$ cat config.mk
export PLATFORM = sky130hd
export DESIGN_NAME = mac_address_slot_table
export DESIGN_NICKNAME = d
export VERILOG_FILES = /design/src/hdl/mast_pkg.sv /design/src/hdl/mast_datapath.sv /design/src/hdl/mast_ctrl.sv /design/src/hdl/mac_address_slot_table.sv
export VERILOG_INCLUDE_DIRS = /design/src /design/src/hdl
export SDC_FILE = /design/constraint.sdc
export NUM_CORES = 1
export LEC_CHECK = 0
export BUFFER_PORTS_ARGS = -buffer_cell sky130_fd_sc_hd__clkbuf_2
export CAP_MARGIN = 10
export CORE_MARGIN = 3
export CORE_UTILIZATION = 42
export DETAILED_ROUTE_END_ITERATION = 7
export PLACE_DENSITY = 0.57
export SYNTH_ARGS = -nofsm -noshare
export SYNTH_HDL_FRONTEND = slang
export SYNTH_SLANG_ARGS = --single-unit
$ cat constraint.sdc
create_clock -name i_clk -period 14.32 [get_ports i_clk]
set_clock_uncertainty 0.2 [all_clocks]
set_input_delay 0.716 -clock i_clk [delete_from_list [all_inputs] [get_ports i_clk]]
set_output_delay 0.716 -clock i_clk [all_outputs]
set_load 0.05 [all_outputs]
$ cat src/hdl/mac_address_slot_table_assert.svh
// ----------------------------------------------------------------------------
// MAC address slot table assertion macros
// Shared property forms for the slot table checks.
// ----------------------------------------------------------------------------
`ifndef MAC_ADDRESS_SLOT_TABLE_ASSERT_SVH
`define MAC_ADDRESS_SLOT_TABLE_ASSERT_SVH

// Same-cycle implication, disabled during reset
`define MAST_ASSERT_IMP(label, clk, rst_n, ante, cons, msg) \
    label: assert property (@(posedge clk) disable iff (!rst_n) (ante) |-> (cons)) \
        else $error(msg);

// Next-cycle implication, disabled during reset
`define MAST_ASSERT_NXT(label, clk, rst_n, ante, cons, msg) \
    label: assert property (@(posedge clk) disable iff (!rst_n) (ante) |=> (cons)) \
        else $error(msg);

`endif

$ cat src/hdl/mast_pkg.sv
// ----------------------------------------------------------------------------
// mast_pkg
// Constants, codes and controller/datapath interface types of the slot table.
// ----------------------------------------------------------------------------
`default_nettype none

package mast_pkg;

    // Table size default
    localparam int SLOTS_DEFAULT = 8;

    // Field widths
    localparam int REQ_W    = 2;
    localparam int ADDR_W   = 48;
    localparam int STATUS_W = 3;
    localparam int SLOT_W   = 3;
    localparam int COUNT_W  = 4;

    // Request kinds
    localparam logic [REQ_W-1:0] REQ_ADD    = 2'd0;
    localparam logic [REQ_W-1:0] REQ_DELETE = 2'd1;
    localparam logic [REQ_W-1:0] REQ_LOOKUP = 2'd2;
    localparam logic [REQ_W-1:0] REQ_RSVD   = 2'd3;

    // Result status codes
    localparam logic [STATUS_W-1:0] ST_OK       = 3'd0;
    localparam logic [STATUS_W-1:0] ST_DUP      = 3'd1;
    localparam logic [STATUS_W-1:0] ST_FULL     = 3'd2;
    localparam logic [STATUS_W-1:0] ST_NOTFOUND = 3'd3;
    localparam logic [STATUS_W-1:0] ST_INVALID  = 3'd4;

    // Reserved addresses: every byte 0x00 or every byte 0xff
    localparam logic [ADDR_W-1:0] ADDR_ZERO = {6{8'h00}};
    localparam logic [ADDR_W-1:0] ADDR_ONES = {6{8'hff}};

    // Commands from controller to datapath
    typedef struct packed {
        logic capture;   // latch request
        logic idx_clr;   // scan index back to zero
        logic idx_inc;   // advance scan index
        logic rd_issue;  // read one slot for the match/empty scan
        logic reject;    // finish a request without scanning
        logic apply;     // decide and update the table
        logic top_step;  // one step of the highest-slot scan
        logic load_out;  // load the result register
    } t_cmd;

    // Status from datapath to controller
    typedef struct packed {
        logic bad;       // reserved address or request kind
        logic idx_last;  // scan index at last slot
        logic out_free;  // result register can take a new result
    } t_sts;

endpackage

`default_nettype wire

$ cat src/hdl/mast_datapath.sv
// ----------------------------------------------------------------------------
// mast_datapath
// Slot memory, valid bits, scan registers, counters and result register.
// ----------------------------------------------------------------------------
`default_nettype none

module mast_datapath #(
    parameter int SLOTS = mast_pkg::SLOTS_DEFAULT
) (
    input  wire logic                             i_clk,
    input  wire logic                             i_rst_n,
    input  wire mast_pkg::t_cmd                   i_cmd,
    output      mast_pkg::t_sts                   o_sts,
    input  wire logic [mast_pkg::REQ_W-1:0]       i_req_type,
    input  wire logic [mast_pkg::ADDR_W-1:0]      i_mac_address,
    input  wire logic                             i_out_ready,
    output      logic                             o_out_valid,
    output      logic [mast_pkg::STATUS_W-1:0]    o_status,
    output      logic [mast_pkg::SLOT_W-1:0]      o_slot,
    output      logic [mast_pkg::COUNT_W-1:0]     o_entry_count,
    output      logic [mast_pkg::SLOT_W-1:0]      o_highest_slot
);

    localparam int IW = $clog2(SLOTS);
    localparam int CW = $clog2(SLOTS + 1);
    localparam int SW = mast_pkg::SLOT_W;
    localparam int KW = mast_pkg::COUNT_W;

    // Request registers
    logic [mast_pkg::REQ_W-1:0]    r_req;
    logic [mast_pkg::ADDR_W-1:0]   r_addr;

    // Table storage
    logic [mast_pkg::ADDR_W-1:0]   r_mem [SLOTS];
    logic                          r_valid [SLOTS];

    // Scan registers
    logic [IW-1:0]                 r_idx;
    logic                          r_rd_en;
    logic [mast_pkg::ADDR_W-1:0]   r_rd_data;
    logic                          r_rd_vld;
    logic [IW-1:0]                 r_rd_idx;
    logic                          r_found;
    logic [IW-1:0]                 r_match;
    logic                          r_has_empty;
    logic [IW-1:0]                 r_empty;

    // Table summary and result
    logic [CW-1:0]                 r_count;
    logic [IW-1:0]                 r_top;
    logic [mast_pkg::STATUS_W-1:0] r_status;
    logic [IW-1:0]                 r_slot;
    logic                          r_out_valid;

    logic                          bad_addr;
    logic                          hit;
    logic [mast_pkg::STATUS_W-1:0] n_status;
    logic [IW-1:0]                 n_slot;
    logic                          add_ok;
    logic                          del_ok;

    // Status to controller
    assign bad_addr         = (r_addr == mast_pkg::ADDR_ZERO) || (r_addr == mast_pkg::ADDR_ONES);
    assign o_sts.bad        = bad_addr || (r_req == mast_pkg::REQ_RSVD);
    assign o_sts.idx_last   = (r_idx == IW'(SLOTS - 1));
    assign o_sts.out_free   = !r_out_valid || i_out_ready;

    // Compare of the slot read in the previous cycle
    assign hit = r_rd_en && r_rd_vld && (r_rd_data == r_addr);

    // Decision on the scan results
    always_comb begin
        n_status = mast_pkg::ST_NOTFOUND;
        n_slot   = '0;
        add_ok   = 1'b0;
        del_ok   = 1'b0;
        unique case (r_req)
            mast_pkg::REQ_ADD: begin
                priority if (r_count >= CW'(SLOTS)) begin
                    n_status = mast_pkg::ST_FULL;
                end else if (r_found) begin
                    n_status = mast_pkg::ST_DUP;
                end else if (!r_has_empty) begin
                    n_status = mast_pkg::ST_FULL;
                end else begin
                    n_status = mast_pkg::ST_OK;
                    n_slot   = r_empty;
                    add_ok   = 1'b1;
                end
            end
            mast_pkg::REQ_DELETE: begin
                if (r_found) begin
                    n_status = mast_pkg::ST_OK;
                    n_slot   = r_match;
                    del_ok   = 1'b1;
                end
            end
            mast_pkg::REQ_LOOKUP: begin
                if (r_found) begin
                    n_status = mast_pkg::ST_OK;
                    n_slot   = r_match;
                end
            end
            default: begin
                n_status = mast_pkg::ST_NOTFOUND;
            end
        endcase
    end

    // Request capture
    always_ff @(posedge i_clk) begin
        if (i_cmd.capture) begin
            r_req  <= i_req_type;
            r_addr <= i_mac_address;
        end
    end

    // Slot memory: one write at decide, one read per scan step
    always_ff @(posedge i_clk) begin
        if (i_cmd.apply && add_ok) begin
            r_mem[r_empty] <= r_addr;
        end
        if (i_cmd.rd_issue) begin
            r_rd_data <= r_mem[r_idx];
        end
    end

    // Valid bits
    always_ff @(posedge i_clk) begin
        if (!i_rst_n) begin
            for (int i = 0; i < SLOTS; i++) begin
                r_valid[i] <= 1'b0;
            end
        end else if (i_cmd.apply) begin
            if (add_ok) begin
                r_valid[r_empty] <= 1'b1;
            end else if (del_ok) begin
                r_valid[r_match] <= 1'b0;
            end
        end
    end

    // Read pipeline payload
    always_ff @(posedge i_clk) begin
        if (i_cmd.rd_issue) begin
            r_rd_vld <= r_valid[r_idx];
            r_rd_idx <= r_idx;
        end
    end

    // Scan index and read strobe
    always_ff @(posedge i_clk) begin
        if (!i_rst_n) begin
            r_idx   <= '0;
            r_rd_en <= 1'b0;
        end else begin
            r_rd_en <= i_cmd.rd_issue;
            if (i_cmd.idx_clr) begin
                r_idx <= '0;
            end else if (i_cmd.idx_inc) begin
                r_idx <= r_idx + IW'(1);
            end
        end
    end

    // First match and first empty slot
    always_ff @(posedge i_clk) begin
        if (!i_rst_n) begin
            r_found     <= 1'b0;
            r_has_empty <= 1'b0;
        end else if (i_cmd.capture) begin
            r_found     <= 1'b0;
            r_has_empty <= 1'b0;
        end else begin
            if (hit && !r_found) begin
                r_found <= 1'b1;
            end
            if (r_rd_en && !r_rd_vld && !r_has_empty) begin
                r_has_empty <= 1'b1;
            end
        end
    end

    always_ff @(posedge i_clk) begin
        if (hit && !r_found) begin
            r_match <= r_rd_idx;
        end
        if (r_rd_en && !r_rd_vld && !r_has_empty) begin
            r_empty <= r_rd_idx;
        end
    end

    // Occupied count and highest occupied slot
    always_ff @(posedge i_clk) begin
        if (!i_rst_n) begin
            r_count <= '0;
            r_top   <= '0;
        end else begin
            if (i_cmd.apply) begin
                r_top <= '0;
                if (add_ok) begin
                    r_count <= r_count + CW'(1);
                end else if (del_ok && (r_count != '0)) begin
                    r_count <= r_count - CW'(1);
                end
            end else if (i_cmd.top_step && r_valid[r_idx]) begin
                r_top <= r_idx;
            end
        end
    end

    // Request outcome
    always_ff @(posedge i_clk) begin
        if (i_cmd.apply) begin
            r_status <= n_status;
            r_slot   <= n_slot;
        end else if (i_cmd.reject) begin
            r_status <= bad_addr ? mast_pkg::ST_INVALID : mast_pkg::ST_NOTFOUND;
            r_slot   <= '0;
        end
    end

    // Result register
    always_ff @(posedge i_clk) begin
        if (!i_rst_n) begin
            r_out_valid <= 1'b0;
        end else if (i_cmd.load_out) begin
            r_out_valid <= 1'b1;
        end else if (i_out_ready) begin
            r_out_valid <= 1'b0;
        end
    end

    always_ff @(posedge i_clk) begin
        if (i_cmd.load_out) begin
            o_status       <= r_status;
            o_slot         <= SW'(r_slot);
            o_entry_count  <= KW'(r_count);
            o_highest_slot <= SW'(r_top);
        end
    end

    assign o_out_valid = r_out_valid;

endmodule

`default_nettype wire

$ cat src/hdl/mast_ctrl.sv
// ----------------------------------------------------------------------------
// mast_ctrl
// Sequencer: capture, match/empty scan, update, highest-slot scan, result.
// ----------------------------------------------------------------------------
`default_nettype none

module mast_ctrl (
    input  wire logic           i_clk,
    input  wire logic           i_rst_n,
    input  wire logic           i_in_valid,
    output      logic           o_in_ready,
    input  wire mast_pkg::t_sts i_sts,
    output      mast_pkg::t_cmd o_cmd
);

    typedef enum logic [2:0] {
        S_IDLE,
        S_CHECK,
        S_SCAN,
        S_DRAIN,
        S_DECIDE,
        S_TOP,
        S_DONE
    } t_state;

    t_state r_state;
    t_state n_state;

    assign o_in_ready = (r_state == S_IDLE);

    // Next state and commands
    always_comb begin
        n_state = r_state;
        o_cmd   = '0;
        unique case (r_state)
            S_IDLE: begin
                if (i_in_valid) begin
                    o_cmd.capture = 1'b1;
                    o_cmd.idx_clr = 1'b1;
                    n_state       = S_CHECK;
                end
            end
            S_CHECK: begin
                if (i_sts.bad) begin
                    o_cmd.reject = 1'b1;
                    n_state      = S_DONE;
                end else begin
                    n_state = S_SCAN;
                end
            end
            S_SCAN: begin
                o_cmd.rd_issue = 1'b1;
                if (i_sts.idx_last) begin
                    o_cmd.idx_clr = 1'b1;
                    n_state       = S_DRAIN;
                end else begin
                    o_cmd.idx_inc = 1'b1;
                end
            end
            // last compare lands here
            S_DRAIN: begin
                n_state = S_DECIDE;
            end
            S_DECIDE: begin
                o_cmd.apply = 1'b1;
                n_state     = S_TOP;
            end
            S_TOP: begin
                o_cmd.top_step = 1'b1;
                if (i_sts.idx_last) begin
                    o_cmd.idx_clr = 1'b1;
                    n_state       = S_DONE;
                end else begin
                    o_cmd.idx_inc = 1'b1;
                end
            end
            S_DONE: begin
                if (i_sts.out_free) begin
                    o_cmd.load_out = 1'b1;
                    n_state        = S_IDLE;
                end
            end
            default: begin
                n_state = S_IDLE;
            end
        endcase
    end

    // State register
    always_ff @(posedge i_clk) begin
        if (!i_rst_n) begin
            r_state <= S_IDLE;
        end else begin
            r_state <= n_state;
        end
    end

endmodule

`default_nettype wire

$ cat src/hdl/mac_address_slot_table.sv
// ----------------------------------------------------------------------------
// mac_address_slot_table
// Flow: a request passes a match/empty scan and a highest-slot scan, each
//   reading one slot per cycle; a reserved address or request kind skips both.
// A new request is taken only after the last result has been loaded into the
//   result register; a held result stalls it.
// Reset: synchronous active low; all slots empty, count and highest slot zero.
// ----------------------------------------------------------------------------
`default_nettype none

module mac_address_slot_table #(
    parameter int SLOTS = mast_pkg::SLOTS_DEFAULT
) (
    input  wire logic        i_clk,
    input  wire logic        i_rst_n,
    // request side
    input  wire logic        i_s_tvalid,
    output      logic        o_s_tready,
    input  wire logic [47:0] i_s_tdata,   // [47:0] mac_address
    input  wire logic [1:0]  i_s_tuser,   // [1:0] req_type
    // result side
    output      logic        o_m_tvalid,
    input  wire logic        i_m_tready,
    output      logic [15:0] o_m_tdata    // [2:0] status, [5:3] slot,
                                          // [9:6] entry_count,
                                          // [12:10] highest_slot, [15:13] zero
);

    `include "mac_address_slot_table_assert.svh"

    mast_pkg::t_cmd                cmd;
    mast_pkg::t_sts                sts;
    logic [mast_pkg::STATUS_W-1:0] status;
    logic [mast_pkg::SLOT_W-1:0]   slot;
    logic [mast_pkg::COUNT_W-1:0]  entry_count;
    logic [mast_pkg::SLOT_W-1:0]   highest_slot;

    // Sequencer
    mast_ctrl u_ctrl (
        .i_clk      (i_clk),
        .i_rst_n    (i_rst_n),
        .i_in_valid (i_s_tvalid),
        .o_in_ready (o_s_tready),
        .i_sts      (sts),
        .o_cmd      (cmd)
    );

    // Table and result datapath
    mast_datapath #(
        .SLOTS (SLOTS)
    ) u_datapath (
        .i_clk          (i_clk),
        .i_rst_n        (i_rst_n),
        .i_cmd          (cmd),
        .o_sts          (sts),
        .i_req_type     (i_s_tuser),
        .i_mac_address  (i_s_tdata),
        .i_out_ready    (i_m_tready),
        .o_out_valid    (o_m_tvalid),
        .o_status       (status),
        .o_slot         (slot),
        .o_entry_count  (entry_count),
        .o_highest_slot (highest_slot)
    );

    // Result packing
    assign o_m_tdata = {3'b000, highest_slot, entry_count, slot, status};

    // Controller issues at most one phase command per cycle
    `MAST_ASSERT_IMP(a_cmd_exclusive, i_clk, i_rst_n, 1'b1,
        $onehot0({cmd.capture, cmd.rd_issue, cmd.reject, cmd.apply, cmd.top_step,
                  cmd.load_out}),
        "mast: overlapping phase commands")

    // A failed request never reports a slot
    `MAST_ASSERT_IMP(a_fail_slot_zero, i_clk, i_rst_n,
        o_m_tvalid && (status != mast_pkg::ST_OK), slot == '0,
        "mast: slot set on failed request")

    // No result can appear the cycle right after a request is taken
    `MAST_ASSERT_NXT(a_min_latency, i_clk, i_rst_n, i_s_tvalid && o_s_tready,
        !$rose(o_m_tvalid), "mast: result too early")

endmodule

`default_nettype wire

==> results.py, run 1 <==
metrics = {
    "placed_design": {
        "pre_cts_ws_ns": 10.52,
        "routabilityCongestion": 0.7315,
        "io_buffers": 68,
        "place_hpwl_um": 22690,
        "place_area_um2": 21600,
        "dp.cells": 1629,
    },
    "clocking": {
        "clk_pin_slew_worst_paths_ns": 0.06,
        "root_buffer": "clkbuf_16",
        "cts.repair.resized": 0,
        "cts_buffers": 55,
        "cts_hold_buffers": 0,
        "cts_tree": "yes",
        "clk_latency_ns": 0.59,
        "clockBufferDepth": 3,
        "post_cts_buffers": 0,
        "clock-sinks": 539,
        "h-tree-depth": 2,
    },
    "cells_and_area": {
        "area_growth_pct": 14.29,
        "final_util_pct": 48.82,
        "fin_cells": 1731,
        "drive_gt1_share_pct": 30.02,
        "antenna_cells": 0,
        "nNetsFinal": 1134,
        "post-route-cell-area_um2": 23450,
        "nFillCells": 3892,
    },
    "min_path": {
        "min_path_type": "in2reg",
        "hold_depth": 1,
        "min_to": "u_datapath.r_addr[24]$_DFFE_PP_",
        "worstHoldStart": "i_s_tdata[24]",
    },
    "sta": {
        "fin_ws_ns": 10.48,
        "setup_viol": 0,
        "worstMarginPinSlew_ns": 1.156,
        "rsz0062_at_grt": "false",
        "setup-tns-final_ns": 0,
        "finalHoldViolations": 0,
        "period_share_pct": 26.81,
        "min_period_ns": 3.839,
        "whs_ns": 0.09539,
        "fmax_mhz": 260.5,
        "finalMaxSlewViolations": 0,
        "max_slew_margin_pct": 21.86,
    },
    "synth": {
        "synth_seq_cells": 539,
        "synth_top_area_share_pct": 74.78,
        "synth_edf_count": 511,
        "yosys.cell_count.top_type": "edfxtp_1",
        "synth_flop_cell": "edfxtp_1",
        "synthTopCellsByArea": "edfxtp_1, mux4_2, dfxtp_1, mux2_2, xor2_1",
        "synth_cell_type_count": 50,
        "synth-seq-area-share_pct": 77.51,
        "netlist_area_um2": 20520,
        "postSynth.asyncResetShare_pct": 0,
        "yosys.area.top_type": "edfxtp_1",
        "yosys-top-cells-count": "edfxtp_1, mux4_2, mux2_2",
        "synthCells": 969,
        "yosys_warnings": 0,
        "syn_avg_cell_area_um2": 21.18,
    },
    "global_routing": {
        "first_global_vias": 9895,
        "grt_pass1_wl_um": 63290,
        "antenna_found_initial": 1,
        "track_usage_pct": 16.69,
        "grt-ovfl-total": 0,
        "grt_max_degree": 61,
    },
    "drt": {
        "drt-met1-wl_um": 18870,
        "dr.max_layer_used": "met5",
        "routedWlPerCell_um": 24.36,
        "wl_met3_um": 1638,
        "ant_nets": 0,
        "drt_first_pass_iters": 5,
        "drt-initial-drc-count": 826,
        "dr_wl_met2_um": 20630,
        "route.detailed.drc": 0,
        "viasPerCell": 5.469,
        "drt_wl_total_um": 42160,
        "vias": 9467,
    },
    "outcome": {
        "status": "finished clean",
    },
    "worst_setup_path": {
        "r2r_slack_ns": 10.48,
        "cp_num_cells": 7,
        "path_max_fanout": 44,
        "cp_data_required_time_ns": 14.34,
        "timing.rr.start": "u_datapath.r_req[1]$_DFFE_PP_",
        "cp_data_arrival_time_ns": 3.86,
        "path_buf_inv": 3,
        "slowest_stage": "nor4bb_1",
        "endpoint_kind": "register",
        "cp-start-kind": "register",
        "reg2regPathDepth": 7,
        "worstReg2RegEnd": "u_datapath.r_mem[4][8]$_DFFE_PP_",
        "worstSetupPathType": "reg2reg",
        "cp_cell_sequence": "inv_1 > ha_1 > nor4bb_1 > inv_2 > or3_4 > nor2_4 > buf_4",
        "cpLargestDelayFamily": "simple AND/OR/NAND/NOR gates",
        "crit_path_max_incr_delay_ns": 0.99,
    },
    "die": {
        "start_util_pct": 42.71,
        "num_rows": 80,
        "die_w_um": 227.0,
        "coreArea_um2": 48050,
        "dieArea_um2": 51550,
        "die-height_um": 227.0,
        "io_pins": 72,
    },
    "flow_run": {
        "max_cap_viol_count": 0,
    },
    "power": {
        "p_total_mw": 3.383,
        "leakagePower_nw": 7.371,
        "vdd_drop_max_mv": 0.08222,
        "power_density_nw_per_um2": 144.2,
    },
}
where the power goes:
| part | total (mW) | switching, mW | internal, mW |
|---|---|---|---|
| clock network | 1.44 | 0.590 | 0.854 |
| logic | 0.116 | 0.0657 | 0.0503 |
| registers | 1.82 | 0.0524 | 1.77 |
| total | 3.38 | 0.709 | 2.67 |
metal layers:
| layer | vias to the layer above | track usage, % |
|---|---|---|
| li1 | 4183 | - |
| met2 | 209 | 26.93 |
| met1 | 5005 | 23.70 |
| met4 | 2 | 5.223 |
| met3 | 68 | 2.631 |
| met5 | - | 0 |
worst max path at each step:
stage	startpoint	slack (ns)	endpoint
after floorplan	u_datapath.r_req[0]$_DFFE_PP_	9.00	u_datapath.r_mem[1][0]$_DFFE_PP_
final	u_datapath.r_req[1]$_DFFE_PP_	10.48	u_datapath.r_mem[4][8]$_DFFE_PP_
after global routing	u_datapath.r_req[1]$_DFFE_PP_	10.15	u_datapath.r_valid[1]$_DFF_P_
after global placement	u_datapath.r_req[0]$_DFFE_PP_	10.57	u_datapath.r_mem[4][4]$_DFFE_PP_
after detailed placement	u_datapath.r_req[1]$_DFFE_PP_	10.52	u_datapath.r_mem[4][6]$_DFFE_PP_
after CTS	u_datapath.r_req[1]$_DFFE_PP_	10.47	u_datapath.r_mem[4][41]$_DFFE_PP_
cell families after synthesis:
logic type	synth area share, %
xor gates and xnor gates	2.219
AOI/OAI and AO/OA	1.177
and+or+nand+nor	3.634
buffers and inverters	1.024
other	0.01827
adders and majority gates	0.5854
DFF	77.51
muxes	13.83
cell usage in the layout, fill, tap and decap left out, types with 9 or more instances in the layout:
cell | netlist | layout
nor2_1 | 25 | 22
clkbuf_16 | 0 | 60
xor2_1 | 45 | 45
edfxtp_1 | 511 | 511
clkinv_2 | 0 | 13
a21oi_1 | 10 | 10
dfxtp_1 | 28 | 25
nor4_1 | 27 | 27
nand2_1 | 9 | 9
mux2_2 | 49 | 49
o21ai_0 | 10 | 10
clkbuf_2 | 1 | 68
nand4_1 | 18 | 18
nor2b_1 | 9 | 9
buf_4 | 5 | 15
clkinv_1 | 0 | 9
mux4_2 | 98 | 98
worst reg2reg max path, delay by kind of cell, from the launching register on:
family,cells,cell delay (ns)
AND/OR/NAND/NOR,3,1.68
adder cells (fa/ha/maj),1,0.21
flip-flops,1,0.43
buffers and inverters,3,0.90
flip-flops by register name (all words and copies together), names as in the netlist, 4 cells and up, named ones only:
register and cells:
u_datapath.r_mem 384, u_datapath.r_addr 48, u_datapath.r_rd_data 48, u_datapath.r_valid 8, u_datapath.o_entry_count 4, u_datapath.r_count 4
cell type report:
cell class	instances	area, um2	area share (%)
Timing Repair Buffer	83	452.9	1.931
Tap cell	615	769.5	3.281
Clock buffer	69	1545	6.588
Multi-Input combinational cell	387	4448	18.97
Clock inverter	33	305.3	1.302
Sequential cell	539	15910	67.85
Inverter	5	18.77	0.08002
Power figures use the tool's default switching activity.
==> run 2, diff against run 1 <==
--- a/config.mk
+++ b/config.mk
@@ -6,12 +6,13 @@
 export SDC_FILE = /design/constraint.sdc
 export NUM_CORES = 1
 export LEC_CHECK = 0
+export ABC_AREA = 1
 export BUFFER_PORTS_ARGS = -buffer_cell sky130_fd_sc_hd__clkbuf_2
 export CAP_MARGIN = 10
 export CORE_MARGIN = 3
 export CORE_UTILIZATION = 42
 export DETAILED_ROUTE_END_ITERATION = 7
-export PLACE_DENSITY = 0.57
+export PLACE_DENSITY = 0.59
 export SYNTH_ARGS = -nofsm -noshare
 export SYNTH_HDL_FRONTEND = slang
 export SYNTH_SLANG_ARGS = --single-unit
==> constraint.sdc (replaced) <==
create_clock -name i_clk -period 3.2 [get_ports i_clk]
set_clock_uncertainty 0.2 [all_clocks]
set_input_delay 0.16 -clock i_clk [delete_from_list [all_inputs] [get_ports i_clk]]
set_output_delay 0.16 -clock i_clk [all_outputs]
set_load 0.05 [all_outputs]
==> results.py, run 2 <==
metrics = {
    "global_routing": {
        "track_usage_pct": 19.12,
        "antenna_found_initial": 0,
        "grt_pass1_wl_um": 77830,
        "first_global_vias": 13118,
        "grt-ovfl-total": 0,
        "grt_max_degree": 137,
    },
    "synth": {
        "yosys.area_share.simple_pct": 10.88,
        "yosys.area.top_type": "edfxtp_1",
        "netlist_area_um2": 21110,
        "synth_edf_count": 511,
        "synth-seq-area-share_pct": 75.34,
        "synth_top_family_by_area": "simple AND/OR/NAND/NOR gates",
        "yosys-top-cells-count": "edfxtp_1, nor2_1, o21ai_0",
        "synthCells": 1636,
        "yosys-mux-area-fraction_pct": 0,
        "synth_cell_type_count": 41,
        "postSynth.asyncResetShare_pct": 0,
        "synthTopCellsByArea": "edfxtp_1, nor2_1, o21ai_0, dfxtp_1, nand2_1",
        "yosys.area_share.xor_xnor_pct": 1.659,
        "synth_compound_area_share_pct": 9.091,
        "yosys_warnings": 0,
        "yosys.cell_count.top_type": "edfxtp_1",
        "synthAdderAreaFrac_pct": 0.5690,
        "synth_flop_cell": "edfxtp_1",
        "synth_top_area_share_pct": 72.68,
        "synth_seq_cells": 539,
        "syn_avg_cell_area_um2": 12.90,
    },
    "die": {
        "io_pins": 72,
        "num_rows": 81,
        "dieArea_um2": 52990,
        "coreArea_um2": 49250,
        "start_util_pct": 42.86,
        "die_w_um": 230.2,
        "die-height_um": 230.2,
    },
    "worst_setup_path": {
        "cp_cell_sequence": "nand2_1 > nor2_1 > nand2_1 > nor2_1 > nand3_1 > nand3_1 > nand2_1 > nand2_1",
        "path_buf_inv": 0,
        "slowest_stage": "edfxtp_1",
        "timing.rr.start": "u_datapath.r_addr[28]$_DFFE_PP_",
        "crit_end": "u_datapath.r_status[2]$_SDFFCE_PN0P_",
        "endpoint_kind": "register",
        "r2r_slack_ns": 0.71,
        "setup.worst_path.start": "u_datapath.r_addr[28]$_DFFE_PP_",
        "cp_num_cells": 8,
        "reg2regPathDepth": 8,
        "worstReg2RegEnd": "u_datapath.r_status[2]$_SDFFCE_PN0P_",
        "path_max_fanout": 11,
        "worstSetupPathType": "reg2reg",
        "cp_data_required_time_ns": 3.28,
        "crit_path_max_incr_delay_ns": 0.61,
        "cp_data_arrival_time_ns": 2.58,
        "cpLargestDelayFamily": "simple AND/OR/NAND/NOR gates",
        "path_common_cell": "nand2_1",
        "cp-start-kind": "register",
    },
    "clocking": {
        "cts_buffers": 56,
        "cts_tree": "yes",
        "clk_pin_slew_worst_paths_ns": 0.06,
        "clk_latency_ns": 0.60,
        "root_buffer": "clkbuf_16",
        "clock-sinks": 539,
        "h-tree-depth": 2,
        "clockBufferDepth": 3,
        "post_cts_buffers": 0,
    },
    "outcome": {
        "status": "finished clean",
    },
    "power": {
        "vdd_drop_max_mv": 0.4069,
        "leakagePower_nw": 8.354,
        "power_density_nw_per_um2": 788.4,
        "p_total_mw": 19.55,
    },
    "placed_design": {
        "routabilityCongestion": 0.8402,
        "place_area_um2": 22520,
        "place_hpwl_um": 28280,
        "io_buffers": 68,
        "dp.cells": 2336,
        "pre_cts_ws_ns": 0.7401,
    },
    "sta": {
        "setup_viol": 0,
        "worstMarginPinSlew_ns": 0.8266,
        "fmax_mhz": 401.4,
        "max_slew_margin_pct": 44.89,
        "finalHoldViolations": 0,
        "rsz0062_at_grt": "false",
        "setup-tns-final_ns": 0,
        "finalMaxSlewViolations": 0,
        "min_period_ns": 2.491,
        "fin_ws_ns": 0.7087,
        "period_share_pct": 77.85,
    },
    "cells_and_area": {
        "multi_input_area_um2": 4801,
        "post-route-cell-area_um2": 24790,
        "fin_cells": 2489,
        "largest_reg_flops": 384,
        "top_regs": "u_datapath.r_mem: 384 flops, u_datapath.r_addr: 48 flops, u_datapath.r_rd_data: 48 flops",
        "drive_gt1_share_pct": 12.55,
        "seq_area_um2": 15910,
        "top_register": "u_datapath.r_mem",
        "area_growth_pct": 17.44,
        "layout_commonest_cell": "edfxtp_1",
        "nFillCells": 4258,
        "final_cell_mix": "edfxtp_1, nor2_1, o21ai_0",
        "nNetsFinal": 1847,
        "antenna_cells": 0,
    },
    "drt": {
        "viasPerCell": 5.254,
        "route.detailed.drc": 0,
        "drt-initial-drc-count": 1230,
        "ant_nets": 0,
        "vias": 13078,
        "drt_first_pass_iters": 6,
        "routedWlPerCell_um": 20.08,
        "drt_wl_total_um": 49980,
    },
    "flow_run": {
        "max_cap_viol_count": 0,
    },
    "min_path": {
        "min_path_type": "in2reg",
    },
}
==> run 2: how the worst min path moves through the flow <==
stage / from / end / slack, ns / cells after the start
after global placement: i_s_tdata[34] / u_datapath.r_addr[34]$_DFFE_PP_ / 0.14 / 1
after floorplan: i_s_tdata[0] / u_datapath.r_addr[0]$_DFFE_PP_ / 0.06 / 0
final: i_s_tdata[5] / u_datapath.r_addr[5]$_DFFE_PP_ / 0.07 / 2
after detailed placement: i_s_tdata[39] / u_datapath.r_addr[39]$_DFFE_PP_ / 0.14 / 1
after global routing: i_s_tdata[3] / u_datapath.r_addr[3]$_DFFE_PP_ / 0.05 / 2
after CTS: i_s_tdata[5] / u_datapath.r_addr[5]$_DFFE_PP_ / 0.03 / 2
==> run 2: metal layers <==
layer  vias to the layer above  part of all wire, %  track usage (%)
met2                       410                   46            30.52
met5                         -                    0                0
met1                      6410                   44            26.67
met3                        85                  6.5            3.134
met4                         0                  2.9            6.761
li1                       6173                    -                -
==> run 2: worst register-to-register path, stage by stage, from the launching register on <==
cell and delay, ns:
edfxtp_1 0.61, nand2_1 0.11, nor2_1 0.15, nand2_1 0.10, nor2_1 0.29, nand3_1 0.26, nand3_1 0.15, nand2_1 0.10
nand2_1 0.21
==> run 2: cell families after synthesis <==
| group | Yosys count |
|---|---|
| flip-flops | 539 |
| other | 1 |
| AND/OR/NAND/NOR | 577 |
| XOR/XNOR | 40 |
| adder cells (fa/ha/maj) | 9 |
| AO/OA/AOI/OAI | 347 |
| buffers and inverters | 123 |
==> run 2: metrics by stage <==
stage               utilization (%)  hold WS [ns]
floorplan                         -       0.05887
global placement              45.73        0.1385
detailed placement            45.73        0.1386
CTS                           50.34       0.03224
global route                  50.34       0.05437
finish                        50.34       0.06957
==> run 2: timing repair <==
item | in CTS | in global routing
resized for setup | 0 | 0
hold buffers | 54 | 0
hold endpoints to repair | 84 | 0
==> run 2: area by class of cell <==
type,instances,share of cell area [%]
clock buffer,70,5.950
clock inverter,29,1.019
inverter,46,0.7217
multi-input combinational,976,19.36
sequential,539,64.18
tap,664,3.351
timing repair buffer,165,5.410
==> run 2: report_power, final <==
part           leakage [nW]  switching [mW]  internal, mW
sequential             4.85           0.633          8.76
combinational          2.66            2.70          1.28
clock                 0.841            2.61          3.57
